==> src/pcg32_brg_pkg.sv <==
// Types, constants and output mixing function of the PCG32 bounded generator
package pcg32_brg_pkg;

  // LCG multiplier and XSH-RR mixing constants
  localparam logic [63:0] PCG_MULT  = 64'h5851_F42D_4C95_7F2D;
  localparam int unsigned XSH_SHIFT = 18;
  localparam int unsigned XSH_DROP  = 27;
  localparam int unsigned ROT_POS   = 59;

  // Function code of an input word
  localparam logic FUNC_SEED = 1'b0;

  typedef enum logic [3:0] {
    S_IDLE,
    S_DISPATCH,
    S_SEED_GO1,
    S_SEED_WAIT1,
    S_SEED_ADD,
    S_SEED_GO2,
    S_SEED_WAIT2,
    S_FULL_WAIT,
    S_THR_WAIT,
    S_DRAW_GO,
    S_DRAW_WAIT,
    S_TEST,
    S_MOD_WAIT,
    S_MOD_RES,
    S_PUT
  } state_t;

  typedef enum logic [1:0] {
    RES_ZERO,
    RES_LOW,
    RES_RAW,
    RES_MOD
  } res_sel_t;

  typedef enum logic {
    DIV_THRESH,
    DIV_SAMPLE
  } div_sel_t;

  // Commands from the controller to the datapath
  typedef struct packed {
    logic     capture;
    logic     seed_init;
    logic     add_start;
    logic     adv_go;
    logic     div_go;
    div_sel_t div_sel;
    logic     thr_load;
    logic     res_load;
    res_sel_t res_sel;
    logic     val_load;
  } cmd_t;

  // Status from the datapath to the controller
  typedef struct packed {
    logic is_seed;
    logic empty;
    logic single;
    logic full_span;
    logic adv_done;
    logic div_done;
    logic below_thr;
  } stat_t;

  // XSH-RR output of a state: xorshift high, rotate by the top five bits
  function automatic logic [31:0] xsh_rr(input logic [63:0] old);
    logic [31:0] mixed;
    logic [4:0]  rot;
    logic [63:0] twice;
    mixed = 32'(((old >> XSH_SHIFT) ^ old) >> XSH_DROP);
    rot   = old[63:ROT_POS];
    twice = {mixed, mixed} >> rot;
    return twice[31:0];
  endfunction

endpackage

==> src/pcg32_brg_ctrl.sv <==
// Controller state machine of the PCG32 bounded generator
module pcg32_brg_ctrl import pcg32_brg_pkg::*; (
  input  logic  clk,
  input  logic  rst,
  input  logic  in_valid,
  output logic  in_ready,
  output logic  out_valid,
  input  logic  out_ready,
  input  stat_t stat,
  output cmd_t  cmd
);

  state_t state;
  state_t state_next;

  // Hold state and the output word flag
  always_ff @(posedge clk) begin
    if (rst) begin
      state     <= S_IDLE;
      out_valid <= 1'b0;
    end else begin
      state <= state_next;
      if (cmd.val_load) begin
        out_valid <= 1'b1;
      end else if (out_ready) begin
        out_valid <= 1'b0;
      end
    end
  end

  assign in_ready = (state == S_IDLE);

  // Next state and commands
  always_comb begin
    state_next = state;
    cmd        = '0;
    case (state)
      S_IDLE: begin
        if (in_valid) begin
          cmd.capture = 1'b1;
          state_next  = S_DISPATCH;
        end
      end
      S_DISPATCH: begin
        if (stat.is_seed) begin
          cmd.seed_init = 1'b1;
          state_next    = S_SEED_GO1;
        end else if (stat.empty) begin
          cmd.res_load = 1'b1;
          cmd.res_sel  = RES_ZERO;
          state_next   = S_PUT;
        end else if (stat.single) begin
          cmd.res_load = 1'b1;
          cmd.res_sel  = RES_LOW;
          state_next   = S_PUT;
        end else if (stat.full_span) begin
          cmd.adv_go = 1'b1;
          state_next = S_FULL_WAIT;
        end else begin
          cmd.div_go  = 1'b1;
          cmd.div_sel = DIV_THRESH;
          state_next  = S_THR_WAIT;
        end
      end
      S_SEED_GO1: begin
        cmd.adv_go = 1'b1;
        state_next = S_SEED_WAIT1;
      end
      S_SEED_WAIT1: begin
        if (stat.adv_done) begin
          state_next = S_SEED_ADD;
        end
      end
      S_SEED_ADD: begin
        cmd.add_start = 1'b1;
        state_next    = S_SEED_GO2;
      end
      S_SEED_GO2: begin
        cmd.adv_go = 1'b1;
        state_next = S_SEED_WAIT2;
      end
      S_SEED_WAIT2: begin
        if (stat.adv_done) begin
          state_next = S_IDLE;
        end
      end
      S_FULL_WAIT: begin
        if (stat.adv_done) begin
          cmd.res_load = 1'b1;
          cmd.res_sel  = RES_RAW;
          state_next   = S_PUT;
        end
      end
      S_THR_WAIT: begin
        if (stat.div_done) begin
          state_next = S_DRAW_GO;
        end
      end
      S_DRAW_GO: begin
        cmd.thr_load = 1'b1;
        cmd.adv_go   = 1'b1;
        state_next   = S_DRAW_WAIT;
      end
      S_DRAW_WAIT: begin
        if (stat.adv_done) begin
          state_next = S_TEST;
        end
      end
      // Reject a biased sample and draw again, else reduce it
      S_TEST: begin
        if (stat.below_thr) begin
          cmd.adv_go = 1'b1;
          state_next = S_DRAW_WAIT;
        end else begin
          cmd.div_go  = 1'b1;
          cmd.div_sel = DIV_SAMPLE;
          state_next  = S_MOD_WAIT;
        end
      end
      S_MOD_WAIT: begin
        if (stat.div_done) begin
          state_next = S_MOD_RES;
        end
      end
      S_MOD_RES: begin
        cmd.res_load = 1'b1;
        cmd.res_sel  = RES_MOD;
        state_next   = S_PUT;
      end
      // Move the result into the output register once it is free
      S_PUT: begin
        if (!out_valid || out_ready) begin
          cmd.val_load = 1'b1;
          state_next   = S_IDLE;
        end
      end
      default: begin
        state_next = S_IDLE;
      end
    endcase
  end

endmodule

==> src/pcg32_brg_dp.sv <==
// Datapath of the PCG32 bounded generator: LCG state, shared multiplier, divider
module pcg32_brg_dp import pcg32_brg_pkg::*; (
  input  logic        clk,
  input  logic        rst,
  input  cmd_t        cmd,
  output stat_t       stat,
  input  logic        func,
  input  logic [63:0] start_state,
  input  logic [63:0] stream_id,
  input  logic [31:0] range_low,
  input  logic [31:0] range_high,
  output logic [31:0] value
);

  logic        item_func;
  logic [63:0] item_start;
  logic [63:0] item_stream;
  logic [31:0] item_low;
  logic [31:0] item_high;

  logic [63:0] lcg_state;
  logic [63:0] increment;
  logic [31:0] sample;
  logic [31:0] thr;
  logic [31:0] res;

  logic        adv_busy;
  logic [1:0]  adv_step;
  logic [1:0]  mul_sel;
  logic [31:0] op_a;
  logic [31:0] op_b;
  logic [63:0] mul_p;
  logic [63:0] mul_q;
  logic [63:0] acc;

  logic        div_busy;
  logic [4:0]  div_cnt;
  logic [31:0] div_num;
  logic [31:0] div_rem;
  logic [32:0] rem_sh;
  logic        rem_fits;

  logic [31:0] bound;

  assign bound = item_high - item_low + 32'd1;

  // Capture the input word
  always_ff @(posedge clk) begin
    if (cmd.capture) begin
      item_func   <= func;
      item_start  <= start_state;
      item_stream <= stream_id;
      item_low    <= range_low;
      item_high   <= range_high;
    end
  end

  // Pick multiplier operands: low*low, low*high, high*low of state and multiplier
  assign mul_sel = cmd.adv_go ? 2'd0 : adv_step;
  always_comb begin
    case (mul_sel)
      2'd0: begin
        op_a = lcg_state[31:0];
        op_b = PCG_MULT[31:0];
      end
      2'd1: begin
        op_a = lcg_state[31:0];
        op_b = PCG_MULT[63:32];
      end
      default: begin
        op_a = lcg_state[63:32];
        op_b = PCG_MULT[31:0];
      end
    endcase
  end
  assign mul_p = op_a * op_b;

  // Advance the LCG from three partial products and keep the mixed output of the old state
  always_ff @(posedge clk) begin
    mul_q <= mul_p;
    if (rst) begin
      lcg_state <= 64'd0;
      increment <= 64'd1;
      adv_busy  <= 1'b0;
      adv_step  <= 2'd0;
    end else begin
      if (cmd.seed_init) begin
        lcg_state <= 64'd0;
        increment <= {item_stream[62:0], 1'b1};
      end
      if (cmd.add_start) begin
        lcg_state <= lcg_state + item_start;
      end
      if (cmd.adv_go) begin
        sample   <= xsh_rr(lcg_state);
        adv_busy <= 1'b1;
        adv_step <= 2'd1;
      end else if (adv_busy) begin
        adv_step <= adv_step + 2'd1;
        case (adv_step)
          2'd1: acc <= mul_q + increment;
          2'd2: acc <= acc + {mul_q[31:0], 32'd0};
          default: begin
            lcg_state <= acc + {mul_q[31:0], 32'd0};
            adv_busy  <= 1'b0;
          end
        endcase
      end
    end
  end

  // Restoring remainder, one bit a cycle
  assign rem_sh   = {div_rem, div_num[31]};
  assign rem_fits = (rem_sh >= {1'b0, bound});

  always_ff @(posedge clk) begin
    if (rst) begin
      div_busy <= 1'b0;
      div_cnt  <= 5'd0;
    end else if (cmd.div_go) begin
      div_num  <= (cmd.div_sel == DIV_THRESH) ? (32'd0 - bound) : sample;
      div_rem  <= 32'd0;
      div_cnt  <= 5'd0;
      div_busy <= 1'b1;
    end else if (div_busy) begin
      div_rem  <= rem_fits ? 32'(rem_sh - {1'b0, bound}) : rem_sh[31:0];
      div_num  <= {div_num[30:0], 1'b0};
      div_cnt  <= div_cnt + 5'd1;
      if (div_cnt == 5'd31) begin
        div_busy <= 1'b0;
      end
    end
  end

  // Latch threshold, result and output word
  always_ff @(posedge clk) begin
    if (cmd.thr_load) begin
      thr <= div_rem;
    end
    if (cmd.res_load) begin
      case (cmd.res_sel)
        RES_ZERO: res <= 32'd0;
        RES_LOW:  res <= item_low;
        RES_RAW:  res <= sample;
        RES_MOD:  res <= item_low + div_rem;
        default:  res <= 32'd0;
      endcase
    end
    if (cmd.val_load) begin
      value <= res;
    end
  end

  // Status to the controller
  assign stat.is_seed   = (item_func == FUNC_SEED);
  assign stat.empty     = (item_high < item_low);
  assign stat.single    = (item_high == item_low);
  assign stat.full_span = (bound == 32'd0);
  assign stat.adv_done  = adv_busy && (adv_step == 2'd3);
  assign stat.div_done  = div_busy && (div_cnt == 5'd31);
  assign stat.below_thr = (sample < thr);

endmodule

==> src/pcg32_bounded_random_generator_top.sv <==
// Top level of the PCG32 XSH-RR generator with unbiased bounded draws
//
//   Channel | Direction | Handshake            | Payload
//   in      | input     | in_valid / in_ready  | func, start_state, stream_id,
//           |           |                      | range_low, range_high
//   out     | output    | out_valid / out_ready| value
//
// One word is worked on at a time; in_ready is high only while the controller idles.
// Seed word: two LCG advances, both on the one 32x32 multiplier, before the next acceptance.
// Draw word: one advance and two remainder passes (threshold and reduction), plus one
// advance per rejected sample; empty or single-value ranges need none, full span just one.
// Reset sets the state to 0 and the increment to 1. A stalled output word holds the
// next result in the datapath, and the controller, until the register is free.
module pcg32_bounded_random_generator_top import pcg32_brg_pkg::*; (
  input  logic        clk,
  input  logic        rst,
  input  logic        in_valid,
  output logic        in_ready,
  input  logic        func,
  input  logic [63:0] start_state,
  input  logic [63:0] stream_id,
  input  logic [31:0] range_low,
  input  logic [31:0] range_high,
  output logic        out_valid,
  input  logic        out_ready,
  output logic [31:0] value
);

  cmd_t  cmd;
  stat_t stat;

  // Sequence the work
  pcg32_brg_ctrl u_ctrl (
    .clk       (clk),
    .rst       (rst),
    .in_valid  (in_valid),
    .in_ready  (in_ready),
    .out_valid (out_valid),
    .out_ready (out_ready),
    .stat      (stat),
    .cmd       (cmd)
  );

  // Hold state and compute
  pcg32_brg_dp u_dp (
    .clk         (clk),
    .rst         (rst),
    .cmd         (cmd),
    .stat        (stat),
    .func        (func),
    .start_state (start_state),
    .stream_id   (stream_id),
    .range_low   (range_low),
    .range_high  (range_high),
    .value       (value)
  );

endmodule

==> config.mk <==
export PLATFORM = sky130hd
export DESIGN_NAME = pcg32_bounded_random_generator_top
export DESIGN_NICKNAME = d
export VERILOG_FILES = /design/src/pcg32_brg_pkg.sv /design/src/pcg32_brg_ctrl.sv /design/src/pcg32_brg_dp.sv /design/src/pcg32_bounded_random_generator_top.sv
export SDC_FILE = /design/constraint.sdc
export NUM_CORES = 2
export LEC_CHECK = 0
export BUFFER_PORTS_ARGS = -buffer_cell sky130_fd_sc_hd__clkbuf_2
export CORE_ASPECT_RATIO = 0.8
export CORE_MARGIN = 2
export CORE_UTILIZATION = 29
export CTS_CLUSTER_DIAMETER = 60
export DETAILED_ROUTE_END_ITERATION = 8
export PLACE_DENSITY_LB_ADDON = 0.05
export RECOVER_POWER = 25
export SYNTH_ARGS = -nofsm -noshare
export SYNTH_HDL_FRONTEND = slang
export SYNTH_HIERARCHICAL = 1
export SYNTH_SLANG_ARGS = --single-unit
==> constraint.sdc <==
create_clock -name clk -period 16.2 [get_ports clk]
set_input_delay 0 -clock clk [delete_from_list [all_inputs] [get_ports clk]]
set_output_delay 0 -clock clk [all_outputs]
set_load 0.01 [all_outputs]
Word-level counts from Yosys, hierarchy flattened
Index checks and enable logic that the tools add are counted.
{ "classes": {"add_sub_neg": 10, "multipliers": 1, "magnitude_cmp": 3, "n_eq_ne": 31, "shifts": 1, "mux": 61, "bitwise_logic": 3, "reduce_logical": 21} }
{ "ops": {"columns": ["op", "n"], "rows": [
  ["$mux W64", 5],
  ["$add A64 B64 Y64", 3],
  ["$mux W32", 6],
  ["$pmux W32 S4", 1],
  ["$pmux W64 S2", 1],
  ["$lt A32 B32 Y1", 2],
  ["$shr A64 B5 Y32", 1],
  ["$sub A32 B32 Y32", 2],
  ["$mul A32 B31 Y63", 1],
  ["$pmux W4 S15", 1],
  ["$xor A46 B59 Y59", 1],
  ["$mux W4", 12],
  ["$ge A33 B32 Y1", 1],
  ["$add A32 B1 Y32 const B", 1],
  ["$add A32 B32 Y32", 1],
  ["$eq A32 B32 Y1", 1],
  ["$logic_not A32 Y1", 1],
  ["$sub A1 B32 Y32 const A", 1],
  ["$mux W29", 1],
  ["$eq A4 B4 Y1 const B", 7],
  ["$mux W3", 8],
  ["$mux W1", 20],
  ["$eq A4 B3 Y1 const B", 4],
  ["$ne A2 B2 Y1 const B", 7],
  ["other kinds (24)", 42]
]} }
{ "word_totals": {"reg_bits": 653, "inputBits": 197, "output_inout_bits": 34, "wordCells": 153} }

Depth between registers and ports, before layout
{ "logic_depth": {"depth_word": 13, "depth_mapped": 56, "depth_no_buf": 54} }

Cells and area by module
Netlist, hierarchy kept.
{ "modules_own_cells": {"columns": ["mod", "instances", "cells_per_inst", "area_per_inst_um2", "seq_area_each_um2"], "rows": [
  ["pcg32_brg_dp", 1, 6450, 62795.2, 17456.7],
  ["pcg32_brg_ctrl", 1, 79, 593.1, 100.1]
]} }

Worst setup path before layout
No wires, ideal clock.
{ "synth_timing": {"path_type": "register -> register", "from": "register u_dp.item_low[1]", "to": "register u_dp.mul_q[61]", "setup_time_ns": 0.072, "arrival_ns": 12.775, "t_required_ns": 16.128, "slack_ns": 3.353, "stages_incl_launch_ff": 55, "path_buffers": 5, "period_less_slack_ns": 12.847, "path_cell_list": "edfxtp_1 > inv_1 > ha_1 > inv_1 > ha_1 > fa_1 > nor2b_1 > o311ai_1 > a21boi_2 > a211oi_2 > o21ai_0 > a211oi_1 > o21bai_1 > a21oi_1 > xnor2_1 > inv_1 > nor3_1 > nor3b_1 > (+19 left out) > fa_1 > fa_1 > inv_1 > fa_1 > inv_1 > ha_1 > clkbuf_1 > a21o_1 > a21o_1 > a21o_1 > nor2_1 > a21oi_1 > o211ai_1 > o21ai_1 > a31oi_1 > o21ai_1 > a221oi_1 > xnor2_1"} }
{ "synth_rtl": {"columns": ["item", "line_no", "source"], "rows": [
  ["from (decl)", "pcg32_brg_dp.sv:18", "logic [31:0] item_low;"],
  ["from (signal assigned)", "pcg32_brg_dp.sv:53", "item_low <= range_low;"],
  ["to (signal assigned)", "pcg32_brg_dp.sv:80", "mul_q <= mul_p;"],
  ["to (decl)", "pcg32_brg_dp.sv:33", "logic [63:0] mul_q;"]
]} }

==> flow_metrics.env <==
export IMPL_start_util_pct=29.17
export IMPL_routed_via_count=49977
export IMPL_slowest_stage="nor3_1"
export IMPL_hp_class="input pin to register"
export IMPL_max_freq_ghz=0.06768
export IMPL_netlist_instances=6529
export IMPL_grt_pass1_vias=50105
export IMPL_grt_use_total_pct=21.09
export IMPL_avgSynthCellArea_um2=9.709
export IMPL_cap_violations=0
export IMPL_worst_pin_slew_ns=1.221
export IMPL_worstPathRequired_ns=16.83
export IMPL_insertion_delay_ns=0.74
export IMPL_via_per_inst=4.947
export IMPL_grt_busiest_layer="met1"
export IMPL_cts_sinks=653
export IMPL_gr_usage_met1_pct=32.68
export IMPL_fin_hold_ws_ns=0.03951
export IMPL_crit_path_max_incr_delay_ns=0.77
export IMPL_ios=231
export IMPL_slew_headroom_pct=18.00
export IMPL_area_growth_pct=18.65
export IMPL_hold_viol=0
export IMPL_netlist_area_mm2=0.06339
export IMPL_post_route_period_util_pct=91.20
export IMPL_die_x_um=526.7
export IMPL_wl_per_cell_um=23.42
export IMPL_route_final_wire_length_mm=236.6
export IMPL_yosysSeqAreaShare_pct=27.70
export IMPL_drv_slew=0
export IMPL_ant_nets=0
export IMPL_met3_usage_pct=4.193
export IMPL_fill_cells=22326
export IMPL_cts_buffers=90
export IMPL_postCtsSetupBuffers=0
export IMPL_root_buffer="clkbuf_16"
export IMPL_min_period_ns=14.77
export IMPL_synth_distinct_cells=107
export IMPL_drt_iter0_drc=3788
export IMPL_die_y_um=422.2
export IMPL_async_flop_share_pct=0
export IMPL_synth_edf_count=448
export IMPL_status="finished, final reports clean"
export IMPL_cpMostUsedCell="fa_1"
export IMPL_critPathKind="register to register"
export IMPL_yosysWarnings=6
export IMPL_place_inst=9550
export IMPL_clockBufferDepth=3
export IMPL_overflow=0
export IMPL_grt_setup_unrepaired="no"
export IMPL_io_buffers=229
export IMPL_setup_tns_ns=0
export IMPL_use_met2_pct=29.79
export IMPL_yosys_most_used_dff="edfxtp_1"
export IMPL_gp_congestion=0.9047
export IMPL_fp_dieArea_mm2=0.2224
export IMPL_layout_cells_non_filler=10103
export IMPL_antenna_found_initial=18
export IMPL_cts_htree_levels=3
export IMPL_nNetsFinal=8642
export IMPL_std_cell_rows=153
export IMPL_clkTransAtPathRegs_ns=0.06
export IMPL_grt_pass1_wl_mm=346.0
export IMPL_post_route_util_pct=34.62
export IMPL_fp_coreArea_mm2=0.2173
export IMPL_drc_errors=0
export IMPL_critPathMaxFanout=15
export IMPL_start_kind="register"
export IMPL_dr_pass1_iters=6
export IMPL_arrival_ns=15.41
export IMPL_cts_tree="yes"
export IMPL_hpwl_mm=194.0
export IMPL_setup_violations=0
export IMPL_crit_path_end_kind="register"
export IMPL_finClkSkew_ns=0.05269
export IMPL_ys_ff_latch=653
export IMPL_grt_max_degree=88
export IMPL_layout_drive_gt1_share_pct=8.285
==> critical path, delay by kind of cell, from the launching register on <==
family	cells	cell delay [ns]
muxes	1	0.31
buffers and inverters	9	1.42
AOI/OAI and AO/OA	17	4.38
and+or+nand+nor	9	2.48
xor gates and xnor gates	2	0.40
DFF	1	0.43
adders and majority gates	12	5.20
==> registers in the layout, indices dropped and copies added, names as in the netlist, 63 cells and up <==
register          flops
u_dp/acc             64
u_dp/item_start      64
u_dp/lcg_state       64
u_dp/mul_q           64
u_dp/increment       63
u_dp/item_stream     63
==> final timing paths <==
path	depth (start not counted)	slack [ns]	to	start
worst max-delay path	50	1.43	u_dp/mul_q[61]	u_dp/item_low[1]
worst min-delay path	2	0.04	u_dp/item_stream[1]	stream_id[1]
worst max register to register	50	1.43	u_dp/mul_q[61]	u_dp/item_low[1]
worst min register to register	0	0.42	u_dp/value[3]	u_dp/res[3]
==> final cells by class <==
class	instances	area, um2	share of cell area (%)
Antenna cell	6	15.01	0.01996
Multi-Input combinational cell	4746	41720	55.47
Clock buffer	102	2350	3.124
Clock inverter	67	716.9	0.9532
Tap cell	2867	3587	4.769
Sequential cell	653	17560	23.35
Timing Repair Buffer	715	5707	7.588
Inverter	947	3555	4.726
==> routing by layer <==
metal  vias to the layer above  part of all wire, %  wire length (um)
li1                      23838                    -                 -
met1                     24807                   52            122100
met2                      1126                   41             95910
met5                         -                0.013                30
met3                       202                  5.8             13830
met4                         4                  2.0              4739
==> what timing repair did <==
| action | 4_1_cts | 5_1_grt |
|---|---|---|
| endpoints found under the hold margin | 268 | 0 |
| hold buffers | 378 | 0 |
| gates resized for setup | 0 | 0 |
==> metrics by stage <==
stage                     setup slack (ns)  cell area (um2)
after global routing                0.5166            75200
after floorplan                      3.353            63500
after global placement               1.695            68400
after CTS                            1.513            75250
final                                1.425            75210
after detailed placement             1.660            68400
==> kinds of logic (layout without fill, tap and decap cells) <==
| family | Yosys count | in the layout | share of synthesized area [%] |
|---|---|---|---|
| AND/OR/NAND/NOR | 1468 | 1468 | 10.82 |
| flip-flops | 653 | 653 | 27.70 |
| XOR/XNOR | 311 | 311 | 4.309 |
| other | 2 | 37 | 0.01185 |
| adder cells (fa/ha/maj) | 1292 | 1292 | 32.09 |
| multiplexers | 212 | 212 | 3.612 |
| buffers and inverters | 1159 | 1831 | 6.903 |
| AO/OA/AOI/OAI | 1432 | 1432 | 14.56 |
==> synth_stat cells (all sizes together), types with 9 or more instances <==
| cell type | n | share of area [%] |
|---|---|---|
| a2111oi | 11 | 0.15 |
| a211o | 11 | 0.15 |
| a211oi | 60 | 0.72 |
| a21boi | 15 | 0.18 |
| a21o | 198 | 2.3 |
| a21oi | 415 | 3.3 |
| a221oi | 41 | 0.57 |
| a22o | 23 | 0.32 |
| a22oi | 16 | 0.19 |
| a311oi | 11 | 0.18 |
| a31oi | 52 | 0.51 |
| a41oi | 12 | 0.17 |
| and2 | 18 | 0.18 |
| and3 | 42 | 0.42 |
| and4 | 10 | 0.14 |
| buf | 33 | 0.23 |
| clkbuf | 179 | 1.1 |
| dfxtp | 205 | 6.5 |
| edfxtp | 448 | 21 |
| fa | 556 | 18 |
| ha | 736 | 15 |
| inv | 939 | 5.6 |
| mux2 | 44 | 0.78 |
| mux2i | 159 | 2.5 |
| mux4 | 9 | 0.32 |
| nand2 | 347 | 2.1 |
| nand2b | 58 | 0.58 |
| nand3 | 81 | 0.64 |
| nand3b | 10 | 0.12 |
| nand4 | 65 | 0.64 |
| nor2 | 589 | 3.5 |
| nor2b | 62 | 0.61 |
| nor3 | 97 | 0.77 |
| nor3b | 18 | 0.21 |
| nor4 | 15 | 0.23 |
| o211ai | 21 | 0.26 |
| o21a | 46 | 0.54 |
| o21ai | 323 | 2.6 |
| o21bai | 49 | 0.58 |
| o31a | 11 | 0.15 |
| o31ai | 29 | 0.38 |
| or2 | 18 | 0.18 |
| or3 | 11 | 0.11 |
| xnor2 | 201 | 2.8 |
| xor2 | 110 | 1.5 |
==> cell usage in the layout, fill, tap and decap left out, types with 48 or more instances in the layout <==
cell type | Yosys | final
o21ai_0 | 312 | 312
xor2_1 | 110 | 110
clkbuf_16 | 0 | 92
dfxtp_1 | 205 | 203
buf_4 | 1 | 108
inv_1 | 934 | 934
mux2i_1 | 159 | 156
a31oi_1 | 52 | 52
nand3_1 | 81 | 80
nand4_1 | 65 | 65
ha_1 | 736 | 735
fa_1 | 556 | 556
a211oi_1 | 59 | 59
nand2_1 | 347 | 347
nor2b_1 | 62 | 59
a21oi_1 | 415 | 414
clkbuf_2 | 0 | 189
nor3_1 | 96 | 93
nand2b_1 | 57 | 57
edfxtp_1 | 448 | 448
dlygate4sd3_1 | 0 | 378
xnor2_1 | 200 | 200
clkbuf_1 | 178 | 48
a21o_1 | 198 | 198
nor2_1 | 589 | 585
Power is left out: the tool's default activity adds up to more than one toggle a clock period on the data nets, which glitch-free logic cannot reach.
